### src/rtl/sfs_pkg.sv
// Shared types and constants for the nearest-first stop scheduler.
// Used by sfs_cell and nearest_first_stop_scheduler_top; no dependencies.
package sfs_pkg;

    // Default sizing
    localparam int MAX_TARGETS_DEF = 16;
    localparam int FLOOR_BITS_DEF  = 16;

    // Fixed widths of ports and registers
    localparam int EXT_FLOOR_W = 16;
    localparam int TIME_W      = 32;
    localparam int RATE_W      = 8;
    localparam int CFG_DATA_W  = 16;
    localparam int CFG_IDX_W   = 1;
    localparam int OP_W        = 2;

    localparam logic [RATE_W-1:0] TIME_PER_FLOOR_RESET = 8'd10;

    // Configuration register indexes
    localparam logic [CFG_IDX_W-1:0] CFG_START_FLOOR    = 1'b0;
    localparam logic [CFG_IDX_W-1:0] CFG_TIME_PER_FLOOR = 1'b1;

    // Operation codes
    localparam logic [OP_W-1:0] OP_ADD     = 2'd0;
    localparam logic [OP_W-1:0] OP_ARRIVAL = 2'd1;
    localparam logic [OP_W-1:0] OP_NEAREST = 2'd2;

    // Per-cycle command to the row of target cells
    typedef enum logic [1:0] {
        CM_HOLD   = 2'd0,
        CM_ROTATE = 2'd1,
        CM_REMOVE = 2'd2,
        CM_APPEND = 2'd3
    } cell_mode_t;

endpackage

### src/rtl/sfs_cell.sv
// One slot of the target list chain.
// Depends on sfs_pkg (cell_mode_t).
module sfs_cell #(
    parameter int FLOOR_BITS = sfs_pkg::FLOOR_BITS_DEF,
    parameter int IDX_W      = 4,
    parameter int INDEX      = 0
) (
    input  logic                         clk,
    input  sfs_pkg::cell_mode_t          mode,
    input  logic [IDX_W-1:0]             sel,
    input  logic signed [FLOOR_BITS-1:0] wr_data,
    input  logic signed [FLOOR_BITS-1:0] nbr_data,
    output logic signed [FLOOR_BITS-1:0] data
);

    logic signed [FLOOR_BITS-1:0] data_reg;
    logic signed [FLOOR_BITS-1:0] data_next;

    // Rotate or compact take the neighbor's value; append loads the new target
    always_comb
    begin
        data_next = data_reg;
        case (mode)
            sfs_pkg::CM_ROTATE: data_next = nbr_data;
            sfs_pkg::CM_REMOVE:
            begin
                if (sel <= IDX_W'(INDEX))
                    data_next = nbr_data;
            end
            sfs_pkg::CM_APPEND:
            begin
                if (sel == IDX_W'(INDEX))
                    data_next = wr_data;
            end
            default: data_next = data_reg;
        endcase
    end

    always_ff @(posedge clk)
    begin
        data_reg <= data_next;
    end

    assign data = data_reg;

endmodule

### src/rtl/nearest_first_stop_scheduler_top.sv
// Nearest-first stop scheduler: control, travel time and the row of target cells.
// Depends on sfs_pkg and sfs_cell.
// Add: taken, no result. Visit with an empty list: 1 result.
// Arrival-order visit: each stop compacts the chain, then issues.
// Nearest-first visit: each stop takes one full rotation of the cell chain past the
// distance comparator, then compacts the chain and issues. One item at a time.
// Reset (async, active low): floor 0, time 0, empty list, rate 10, flag clear.
module nearest_first_stop_scheduler_top #(
    parameter int MAX_TARGETS = sfs_pkg::MAX_TARGETS_DEF,
    parameter int FLOOR_BITS  = sfs_pkg::FLOOR_BITS_DEF
) (
    input  logic                                    clk,
    input  logic                                    rst_n,
    input  logic                                    in_valid,
    output logic                                    in_ready,
    input  logic [sfs_pkg::OP_W-1:0]                operation,
    input  logic signed [sfs_pkg::EXT_FLOOR_W-1:0]  target_floor,
    output logic                                    out_valid,
    input  logic                                    out_ready,
    output logic signed [sfs_pkg::EXT_FLOOR_W-1:0]  stop_floor,
    output logic                                    moved,
    output logic [sfs_pkg::TIME_W-1:0]              total_time,
    output logic                                    overflow_seen,
    output logic                                    last,
    input  logic                                    cfg_we,
    input  logic [sfs_pkg::CFG_IDX_W-1:0]           cfg_index,
    input  logic [sfs_pkg::CFG_DATA_W-1:0]          cfg_data
);

    localparam int IDX_W  = (MAX_TARGETS > 1) ? $clog2(MAX_TARGETS) : 1;
    localparam int CNT_W  = $clog2(MAX_TARGETS + 1);
    localparam int PROD_W = FLOOR_BITS + sfs_pkg::RATE_W;
    localparam int SUM_W  = ((PROD_W > sfs_pkg::TIME_W) ? PROD_W : sfs_pkg::TIME_W) + 1;

    typedef enum logic [3:0] {
        ST_IDLE   = 4'b0001,
        ST_SCAN   = 4'b0010,
        ST_REMOVE = 4'b0100,
        ST_EMIT   = 4'b1000
    } state_t;

    typedef logic signed [FLOOR_BITS-1:0] floor_t;

    // Control state
    state_t                       state_reg, state_next;
    logic [CNT_W-1:0]             count_reg, count_next;
    logic                         ovf_reg, ovf_next;
    logic                         nearest_reg, nearest_next;
    logic [IDX_W-1:0]             step_reg, step_next;
    logic                         out_valid_reg, out_valid_next;
    floor_t                       cur_reg, cur_next;
    logic [sfs_pkg::RATE_W-1:0]   tpf_reg, tpf_next;
    logic [sfs_pkg::TIME_W-1:0]   total_reg, total_next;

    // Working and result payload
    logic [IDX_W-1:0]             best_idx_reg, best_idx_next;
    logic [FLOOR_BITS-1:0]        best_dist_reg, best_dist_next;
    floor_t                       best_floor_reg, best_floor_next;
    logic [PROD_W-1:0]            prod_reg, prod_next;
    logic                         mv_pend_reg, mv_pend_next;
    logic signed [sfs_pkg::EXT_FLOOR_W-1:0] stop_reg, stop_next;
    logic                         moved_reg, moved_next;
    logic [sfs_pkg::TIME_W-1:0]   tout_reg, tout_next;
    logic                         ovf_out_reg, ovf_out_next;
    logic                         last_reg, last_next;

    // Cell chain
    sfs_pkg::cell_mode_t          cell_mode;
    logic [IDX_W-1:0]             cell_sel;
    floor_t                       cell_data [MAX_TARGETS];
    floor_t                       in_floor;
    floor_t                       head;

    logic                         acc_in;
    logic                         emit_ok;
    logic                         head_valid;
    logic [FLOOR_BITS-1:0]        head_dist;
    logic [FLOOR_BITS-1:0]        best_fdist;
    logic [SUM_W-1:0]             sum;
    logic [sfs_pkg::TIME_W-1:0]   total_sat;

    function automatic logic [FLOOR_BITS-1:0] floor_dist(input floor_t a, input floor_t b);
        logic signed [FLOOR_BITS:0] d;
        d = {a[FLOOR_BITS-1], a} - {b[FLOOR_BITS-1], b};
        if (d[FLOOR_BITS])
            d = -d;
        return d[FLOOR_BITS-1:0];
    endfunction

    genvar gi;
    generate
        for (gi = 0; gi < MAX_TARGETS; gi++)
        begin : g_cell
            localparam int NXT = (gi + 1) % MAX_TARGETS;
            sfs_cell #(
                .FLOOR_BITS (FLOOR_BITS),
                .IDX_W      (IDX_W),
                .INDEX      (gi)
            ) u_cell (
                .clk      (clk),
                .mode     (cell_mode),
                .sel      (cell_sel),
                .wr_data  (in_floor),
                .nbr_data (cell_data[NXT]),
                .data     (cell_data[gi])
            );
        end
    endgenerate

    assign head       = cell_data[0];
    assign in_floor   = FLOOR_BITS'(target_floor);
    assign in_ready   = (state_reg == ST_IDLE);
    assign acc_in     = in_valid && in_ready;
    assign emit_ok    = !out_valid_reg || out_ready;
    assign head_valid = CNT_W'(step_reg) < count_reg;
    assign head_dist  = floor_dist(head, cur_reg);
    assign best_fdist = floor_dist(best_floor_reg, cur_reg);

    // Saturating travel time update
    assign sum       = SUM_W'(total_reg) + SUM_W'(prod_reg);
    assign total_sat = (sum > SUM_W'({sfs_pkg::TIME_W{1'b1}})) ? '1 : sum[sfs_pkg::TIME_W-1:0];

    // Sequencer
    always_comb
    begin
        state_next      = state_reg;
        count_next      = count_reg;
        ovf_next        = ovf_reg;
        nearest_next    = nearest_reg;
        step_next       = step_reg;
        out_valid_next  = out_valid_reg;
        cur_next        = cur_reg;
        tpf_next        = tpf_reg;
        total_next      = total_reg;
        best_idx_next   = best_idx_reg;
        best_dist_next  = best_dist_reg;
        best_floor_next = best_floor_reg;
        prod_next       = prod_reg;
        mv_pend_next    = mv_pend_reg;
        stop_next       = stop_reg;
        moved_next      = moved_reg;
        tout_next       = tout_reg;
        ovf_out_next    = ovf_out_reg;
        last_next       = last_reg;
        cell_mode       = sfs_pkg::CM_HOLD;
        cell_sel        = '0;

        if (out_valid_reg && out_ready)
            out_valid_next = 1'b0;

        case (state_reg)
            ST_IDLE:
            begin
                if (acc_in)
                begin
                    case (operation)
                        sfs_pkg::OP_ADD:
                        begin
                            if (count_reg < CNT_W'(MAX_TARGETS))
                            begin
                                cell_mode  = sfs_pkg::CM_APPEND;
                                cell_sel   = count_reg[IDX_W-1:0];
                                count_next = count_reg + 1'b1;
                            end
                            else
                                ovf_next = 1'b1;
                        end
                        sfs_pkg::OP_ARRIVAL, sfs_pkg::OP_NEAREST:
                        begin
                            nearest_next = (operation == sfs_pkg::OP_NEAREST);
                            if (count_reg == '0)
                            begin
                                // empty list: report current floor, no move
                                best_floor_next = cur_reg;
                                prod_next       = '0;
                                mv_pend_next    = 1'b0;
                                state_next      = ST_EMIT;
                            end
                            else if (operation == sfs_pkg::OP_NEAREST)
                            begin
                                step_next  = '0;
                                state_next = ST_SCAN;
                            end
                            else
                            begin
                                best_floor_next = head;
                                best_idx_next   = '0;
                                state_next      = ST_REMOVE;
                            end
                        end
                        default: ;
                    endcase
                end
            end
            ST_SCAN:
            begin
                // one full rotation; strict compare keeps the earliest on a tie
                cell_mode = sfs_pkg::CM_ROTATE;
                if (head_valid && (step_reg == '0 || head_dist < best_dist_reg))
                begin
                    best_dist_next  = head_dist;
                    best_idx_next   = step_reg;
                    best_floor_next = head;
                end
                step_next = step_reg + 1'b1;
                if (step_reg == IDX_W'(MAX_TARGETS - 1))
                    state_next = ST_REMOVE;
            end
            ST_REMOVE:
            begin
                cell_mode    = sfs_pkg::CM_REMOVE;
                cell_sel     = best_idx_reg;
                count_next   = count_reg - 1'b1;
                prod_next    = PROD_W'(best_fdist) * PROD_W'(tpf_reg);
                mv_pend_next = (best_floor_reg != cur_reg);
                state_next   = ST_EMIT;
            end
            ST_EMIT:
            begin
                if (emit_ok)
                begin
                    out_valid_next = 1'b1;
                    stop_next      = sfs_pkg::EXT_FLOOR_W'(best_floor_reg);
                    moved_next     = mv_pend_reg;
                    ovf_out_next   = ovf_reg;
                    last_next      = (count_reg == '0);
                    if (mv_pend_reg)
                    begin
                        cur_next   = best_floor_reg;
                        total_next = total_sat;
                        tout_next  = total_sat;
                    end
                    else
                        tout_next = total_reg;
                    if (count_reg == '0)
                        state_next = ST_IDLE;
                    else if (nearest_reg)
                    begin
                        step_next  = '0;
                        state_next = ST_SCAN;
                    end
                    else
                    begin
                        best_floor_next = head;
                        best_idx_next   = '0;
                        state_next      = ST_REMOVE;
                    end
                end
            end
            default: state_next = ST_IDLE;
        endcase

        // Configuration writes
        if (cfg_we)
        begin
            case (cfg_index)
                sfs_pkg::CFG_START_FLOOR:
                begin
                    cur_next   = FLOOR_BITS'($signed(cfg_data[sfs_pkg::EXT_FLOOR_W-1:0]));
                    total_next = '0;
                    count_next = '0;
                end
                sfs_pkg::CFG_TIME_PER_FLOOR: tpf_next = cfg_data[sfs_pkg::RATE_W-1:0];
                default: ;
            endcase
        end
    end

    // Control registers
    always_ff @(posedge clk or negedge rst_n)
    begin
        if (!rst_n)
        begin
            state_reg     <= ST_IDLE;
            count_reg     <= '0;
            ovf_reg       <= 1'b0;
            nearest_reg   <= 1'b0;
            step_reg      <= '0;
            out_valid_reg <= 1'b0;
            cur_reg       <= '0;
            tpf_reg       <= sfs_pkg::TIME_PER_FLOOR_RESET;
            total_reg     <= '0;
        end
        else
        begin
            state_reg     <= state_next;
            count_reg     <= count_next;
            ovf_reg       <= ovf_next;
            nearest_reg   <= nearest_next;
            step_reg      <= step_next;
            out_valid_reg <= out_valid_next;
            cur_reg       <= cur_next;
            tpf_reg       <= tpf_next;
            total_reg     <= total_next;
        end
    end

    // Payload registers
    always_ff @(posedge clk)
    begin
        best_idx_reg   <= best_idx_next;
        best_dist_reg  <= best_dist_next;
        best_floor_reg <= best_floor_next;
        prod_reg       <= prod_next;
        mv_pend_reg    <= mv_pend_next;
        stop_reg       <= stop_next;
        moved_reg      <= moved_next;
        tout_reg       <= tout_next;
        ovf_out_reg    <= ovf_out_next;
        last_reg       <= last_next;
    end

    assign out_valid     = out_valid_reg;
    assign stop_floor    = stop_reg;
    assign moved         = moved_reg;
    assign total_time    = tout_reg;
    assign overflow_seen = ovf_out_reg;
    assign last          = last_reg;

`ifndef NO_ASSERTIONS
    a_count_bound: assert property (@(posedge clk) disable iff (!rst_n)
        count_reg <= CNT_W'(MAX_TARGETS))
        else $error("target count beyond capacity");

    a_empty_visit: assert property (@(posedge clk) disable iff (!rst_n)
        (acc_in && count_reg == '0 && !cfg_we &&
         (operation == sfs_pkg::OP_ARRIVAL || operation == sfs_pkg::OP_NEAREST))
        |=> state_reg == ST_EMIT)
        else $error("empty visit did not go to issue");

    a_last_idle: assert property (@(posedge clk) disable iff (!rst_n)
        (state_reg == ST_EMIT && emit_ok && count_reg == '0) |=> state_reg == ST_IDLE)
        else $error("final stop did not return to idle");

    a_time_grows: assert property (@(posedge clk) disable iff (!rst_n)
        !cfg_we |=> total_reg >= $past(total_reg))
        else $error("travel time decreased without a configuration write");

    a_busy_nonempty: assert property (@(posedge clk) disable iff (!rst_n)
        (state_reg == ST_SCAN || state_reg == ST_REMOVE) |-> count_reg != '0)
        else $error("visit step running on an empty list");
`endif

endmodule
### config.mk
export PLATFORM = sky130hd
export DESIGN_NAME = nearest_first_stop_scheduler_top
export DESIGN_NICKNAME = d
export VERILOG_FILES = /design/src/rtl/sfs_pkg.sv /design/src/rtl/sfs_cell.sv /design/src/rtl/nearest_first_stop_scheduler_top.sv
export SDC_FILE = /design/constraint.sdc
export NUM_CORES = 1
export LEC_CHECK = 0
export ABC_AREA = 1
export BUFFER_PORTS_ARGS = -buffer_cell sky130_fd_sc_hd__buf_2
export CORE_MARGIN = 10
export CORE_UTILIZATION = 31
export CTS_BUF_LIST = sky130_fd_sc_hd__clkbuf_2
export DETAILED_ROUTE_END_ITERATION = 8
export GPL_ROUTABILITY_DRIVEN = 0
export PLACE_DENSITY = 0.53
export SYNTH_ARGS = -nofsm -noshare
export SYNTH_HDL_FRONTEND = slang
export SYNTH_SLANG_ARGS = --single-unit
export TNS_END_PERCENT = 1
### constraint.sdc
create_clock -name clk -period 18.77 [get_ports clk]
set_clock_uncertainty 0.2 [all_clocks]
set_input_delay 5.631 -clock clk [delete_from_list [all_inputs] [get_ports clk]]
set_output_delay 5.631 -clock clk [all_outputs]
set_load 0.02 [all_outputs]
==> out/metrics.cfg, run 1 <==
[global_route]
grtUsageTotal_pct = 14.3
first_global_vias = 19700
grt_max_degree = 123
antenna_found_initial = 7
overflow = 0
grt_pass1_wl_um = 112000

[timing]
final_max_slew_viol_count = 0
worst_slew_pin_slew_ns = 1.17
rsz0062_at_grt = false
worst_slack_ns = 9.96
max_slew_margin_pct = 21.5
setup_tns_ns = 0
max_clock_freq_mhz = 113
period_share_pct = 46.9
setup_violations = 0
period_needed_ns = 8.81
hold_viol_final = 0

[drt]
ant_nets = 0
wl_per_cell_um = 16.3
drt_first_pass_iters = 5
drt_wl_total_um = 71400
initialDrtViolationCount = 1529
drcViolationCount = 0
dr_total_vias = 20400
vias_per_cell = 4.66

[clocking]
clock-root-buffer = clkbuf_2
cts.sinks = 440
clk_latency_ns = 1.20
cts-hold-fix-buffers = 0
clkTransAtPathRegs_ns = 0.11
ctsResizeCount = 0
htreeDepth = 3
cts.path.max_buffers = 3
post_cts_buffers = 0
cts_tree = done
cts_made_buffers = 113

[worst_setup_path]
critical_path_arrival_ns = 9.35
r2r_start = best_floor_reg[0]
cp-end-kind = register
cp_max_fo = 122
path_class = primary input to register
startpoint = operation[0]
start_kind = primary input
required_ns = 19.31

[logic_synthesis]
synth_enable_flop_cells = 368
yosysTopAreaCell = edfxtp_1
syn_inst = 3014
ys_top_cells_by_area = edfxtp_1 (42%), nand2_1 (13%), fa_1 (6.6%)
synthesis.nets = 3268
seq_area_frac_synth_pct = 48.4
ys_types = 52
async_reset_ff_share_pct = 16.4
synth_warnings = 0
synth_top_area_share_pct = 41.6
synthFlopType = edfxtp_1
synth_area_um2 = 26500
ys_ff_latch = 440
synth.avg_cell_area_um2 = 8.81

[layout]
syn_to_final_growth_pct = 10.5
final_area_um2 = 29300
layout_commonest_cell = nand2_1
largest_register_ffs = 256
layout.nets = 3409
drive_above_1_share_pct = 11.1
stdcell_count = 4382
final_cell_mix = nand2_1 (933), inv_1 (387), edfxtp_1 (368), nor2_1 (246), o21ai_0 (165)

[floorplanning]
boundaryPins = 93
chipHeight_um = 313
core_area_um2 = 85000
initial_core_util_pct = 31.2
rows = 107
die_area_um2 = 97700
die_w_um = 313

[placed_design]
io_buffer_count = 92
placed_area_um2 = 28300
place_ws_ns = 8.73
dpl.hpwl_um = 51800
dp.cells = 4184

[min_path]
hold_start = g_cell[2].u_cell.data[15]
min_path_type = register to register

[status]
outcome = complete, no violations

[run]
cap_violations = 0

per-stage QoR:
stage / hold slack [ns] / util (%)
CTS: 0.224 / 34.5
global placement: 0.281 / 33.3
floorplan: 0.219 / -
global route: 0.293 / 34.5
detailed placement: 0.291 / 33.3
finish: 0.248 / 34.5
critical path, cell delays in order:
cell and delay (ns):
buf_2 0.09, inv_1 0.06, ha_1 0.14, nand2_1 0.10, nor2_2 0.28, nand2_8 0.45
buf_4 0.54, inv_1 0.11, buf_4 0.38, a21oi_1 0.17, inv_1 0.10, nand2_1 0.08
inv_1 0.10, a31oi_1 0.10, nor3_2 0.91
final timing paths:
kind / depth (start not counted) / endpoint / slack [ns]
worst min register to register: 2 / g_cell[1].u_cell.data[15] / 0.25
worst min-delay path: 2 / g_cell[1].u_cell.data[15] / 0.25
min in group asynchronous: 1 / total_reg[22] / 4.22
worst max-delay path: 15 / g_cell[13].u_cell.data[11] / 9.96
max in group asynchronous: 2 / tpf_reg[4] / 13.09
worst max register to register: 32 / prod_reg[16] / 10.92
cell type report:
| cell class | count | area (um2) |
|---|---|---|
| clock inverter | 40 | 213 |
| inverter | 404 | 1520 |
| sequential | 440 | 12900 |
| multi-input combinational | 2081 | 11900 |
| fill | 8870 | 55700 |
| timing repair buffer | 115 | 636 |
| clock buffer | 156 | 781 |
| antenna | 2 | 5.00 |
| tap | 1144 | 1430 |
synth_stat cells (all sizes together), types with 2 or more instances:
cell type / number
nor3: 32
a22oi: 11
a21boi: 2
nand3: 122
ha: 127
a31oi: 8
nor2: 251
fa: 87
o211ai: 11
edfxtp: 368
o22ai: 4
inv: 402
a21oi: 168
o31ai: 5
dfrtp: 69
or2: 9
and2: 2
a21o: 8
xor2: 24
xnor2: 20
nand4: 27
nand3b: 6
nor4: 4
dfstp: 3
buf: 16
o21bai: 9
o221ai: 2
o21ai: 169
clkbuf: 73
o21a: 15
clkinv: 2
nand2: 953
metal layers:
layer	track usage [%]	part of all wire [%]	vias up
met5	0	0.032	-
met4	4.14	2.1	4
met3	2.77	5.7	110
met2	22.8	46	554
met1	19.6	46	9565
li1	-	-	10200
kinds of logic after synthesis:
kind of cell | share of synthesized area, %
AO/OA/AOI/OAI | 8.62
buffers and inverters | 7.08
AND/OR/NAND/NOR | 21.5
XOR/XNOR | 1.82
flip-flops | 48.4
adder cells (fa/ha/maj) | 12.5
Power of run 1 is left out: the tool's default activity adds up to more than one toggle a clock period on the data nets, which glitch-free logic cannot reach.
==> run 2, diff against run 1 <==
- clock period: 18.77 -> 9 ns (I/O delays scaled with it)
==> run 2 against run 1 <==
Against the previous run:
- clock-buffer cell count increased by 18
- utilization increased by 0.25 points
- final area increased by 0.74%
- non-clock buffer count increased by 2
- hold slack got worse by 0.032 ns
- sequential cell count unchanged
- critical path depth increased by 19
- critical path type is now register to register
- largest cell class unchanged
==> out/metrics.cfg, run 2 (synthesis gave the netlist of run 1 again) <==
[status]
outcome = complete, no violations

[placed_design]
io_buffer_count = 92
dpl.hpwl_um = 52600

[floorplanning]
die_area_um2 = 97700
initial_core_util_pct = 31.2
core_area_um2 = 85000
chipHeight_um = 313
die_w_um = 313
boundaryPins = 93
rows = 107

[timing]
rsz0062_at_grt = false
hold_viol_final = 0
final_max_slew_viol_count = 0
period_share_pct = 78.9
setup_tns_ns = 0
setup_violations = 0
max_clock_freq_mhz = 141
period_needed_ns = 7.10
max_slew_margin_pct = 27.2
worst_slew_pin_slew_ns = 1.09

[worst_setup_path]
cp_slowest_cell = fa_1
critical_path_arrival_ns = 7.88
cp_max_fo = 17
start_kind = register
critPathBufInv = 8
path_delay_family = adder cells
required_ns = 9.78
cp-end-kind = register
critPathMaxStageDelay_ns = 0.54
path_class = register to register

[drt]
dr_total_vias = 20500
ant_nets = 0
initialDrtViolationCount = 1535
drt_first_pass_iters = 5
vias_per_cell = 4.65
wl_per_cell_um = 16.3
drcViolationCount = 0
drt_wl_total_um = 71700

[clocking]
htreeDepth = 3
cts.sinks = 440
cts.path.max_buffers = 3
cts_made_buffers = 115
clock-root-buffer = clkbuf_2
clk_latency_ns = 1.20
clkTransAtPathRegs_ns = 0.13
ctsResizeCount = 0
post_cts_buffers = 0
cts_tree = done
cts-hold-fix-buffers = 0

[layout]
layout.nets = 3413
final_cell_mix = nand2_1 (933), inv_1 (387), edfxtp_1 (368), nor2_1 (246), clkbuf_2 (174)
multiInputGateArea_um2 = 11900
drive_above_1_share_pct = 11.8
layout_commonest_cell = nand2_1
syn_to_final_growth_pct = 11.3
regArea_um2 = 12900
fillCellCount = 8841
largest_register_ffs = 256

[global_route]
antenna_found_initial = 4
grt_pass1_wl_um = 113000
first_global_vias = 20100
grt_max_degree = 95
grtUsageTotal_pct = 14.4
overflow = 0

[run]
cap_violations = 0

[min_path]
min_path_type = register to register

[run 2: cell types whose count changed in the layout (fill, tap and decap cells not counted)]
| cell | change |
|---|---|
| inv_6 | -3 |
| inv_8 | +2 |
| bufinv_16 | +3 |
| diode_2 | +6 |
| clkinv_1 | -10 |
| clkinv_2 | +3 |
| clkinv_8 | +2 |
| clkbuf_2 | +18 |
| buf_4 | +2 |
[run 2: routing by layer]
layer | share of wire [%] | routed length (um) | vias up | GRT usage (%)
met5 | 0 | 0 | - | 0
met4 | 2.6 | 1870 | 0 | 4.99
met3 | 5.0 | 3620 | 133 | 2.87
met2 | 46 | 32700 | 492 | 22.6
met1 | 47 | 33500 | 9659 | 19.5
li1 | - | - | 10200 | -
[run 2: per-stage QoR]
| stage | setup slack [ns] | hold WS, ns | utilization [%] | cell area, um2 | instances |
|---|---|---|---|---|---|
| after floorplan | 2.12 | 0.219 | - | 26500 | 3014 |
| after global placement | 1.90 | 0.261 | 33.3 | 28300 | 4186 |
| after detailed placement | 1.81 | 0.275 | 33.3 | 28300 | 4186 |
| after CTS | 1.93 | 0.218 | 34.7 | 29500 | 4397 |
| after global routing | 1.32 | 0.267 | 34.7 | 29500 | 4405 |
| final | 1.90 | 0.216 | 34.7 | 29500 | 4405 |
[run 2: path summary, 6_finish.rpt]
path,start,endpoint,slack (ns),cells after the start
setup / recovery,best_floor_reg[0],prod_reg[19],1.90,34
hold / removal,g_cell[1].u_cell.data[0],g_cell[0].u_cell.data[0],0.22,2
setup reg to reg,best_floor_reg[0],prod_reg[19],1.90,34
hold reg to reg,g_cell[1].u_cell.data[0],g_cell[0].u_cell.data[0],0.22,2
max in group asynchronous,rst_n,cur_reg[10],6.20,2
min in group asynchronous,rst_n,total_reg[18],1.24,1
[run 2: worst reg2reg max path: cells and delay by family, from the launching register on]
family	cells	cell delay, ns
AO/OA/AOI/OAI	5	1.05
AND/OR/NAND/NOR	12	1.02
adder cells (fa/ha/maj)	7	2.96
flip-flops	1	0.44
buffers and inverters	8	0.63
XOR/XNOR	2	0.67
[run 2: area by class of cell]
cell class	instances	area share [%]
clock buffer	174	2.95
clock inverter	37	1.05
antenna	8	0.0678
timing repair buffer	117	2.20
inverter	404	5.14
sequential	440	43.5
tap	1144	4.85
multi-input combinational	2081	40.2
Power of run 2 is left out for the same reason.
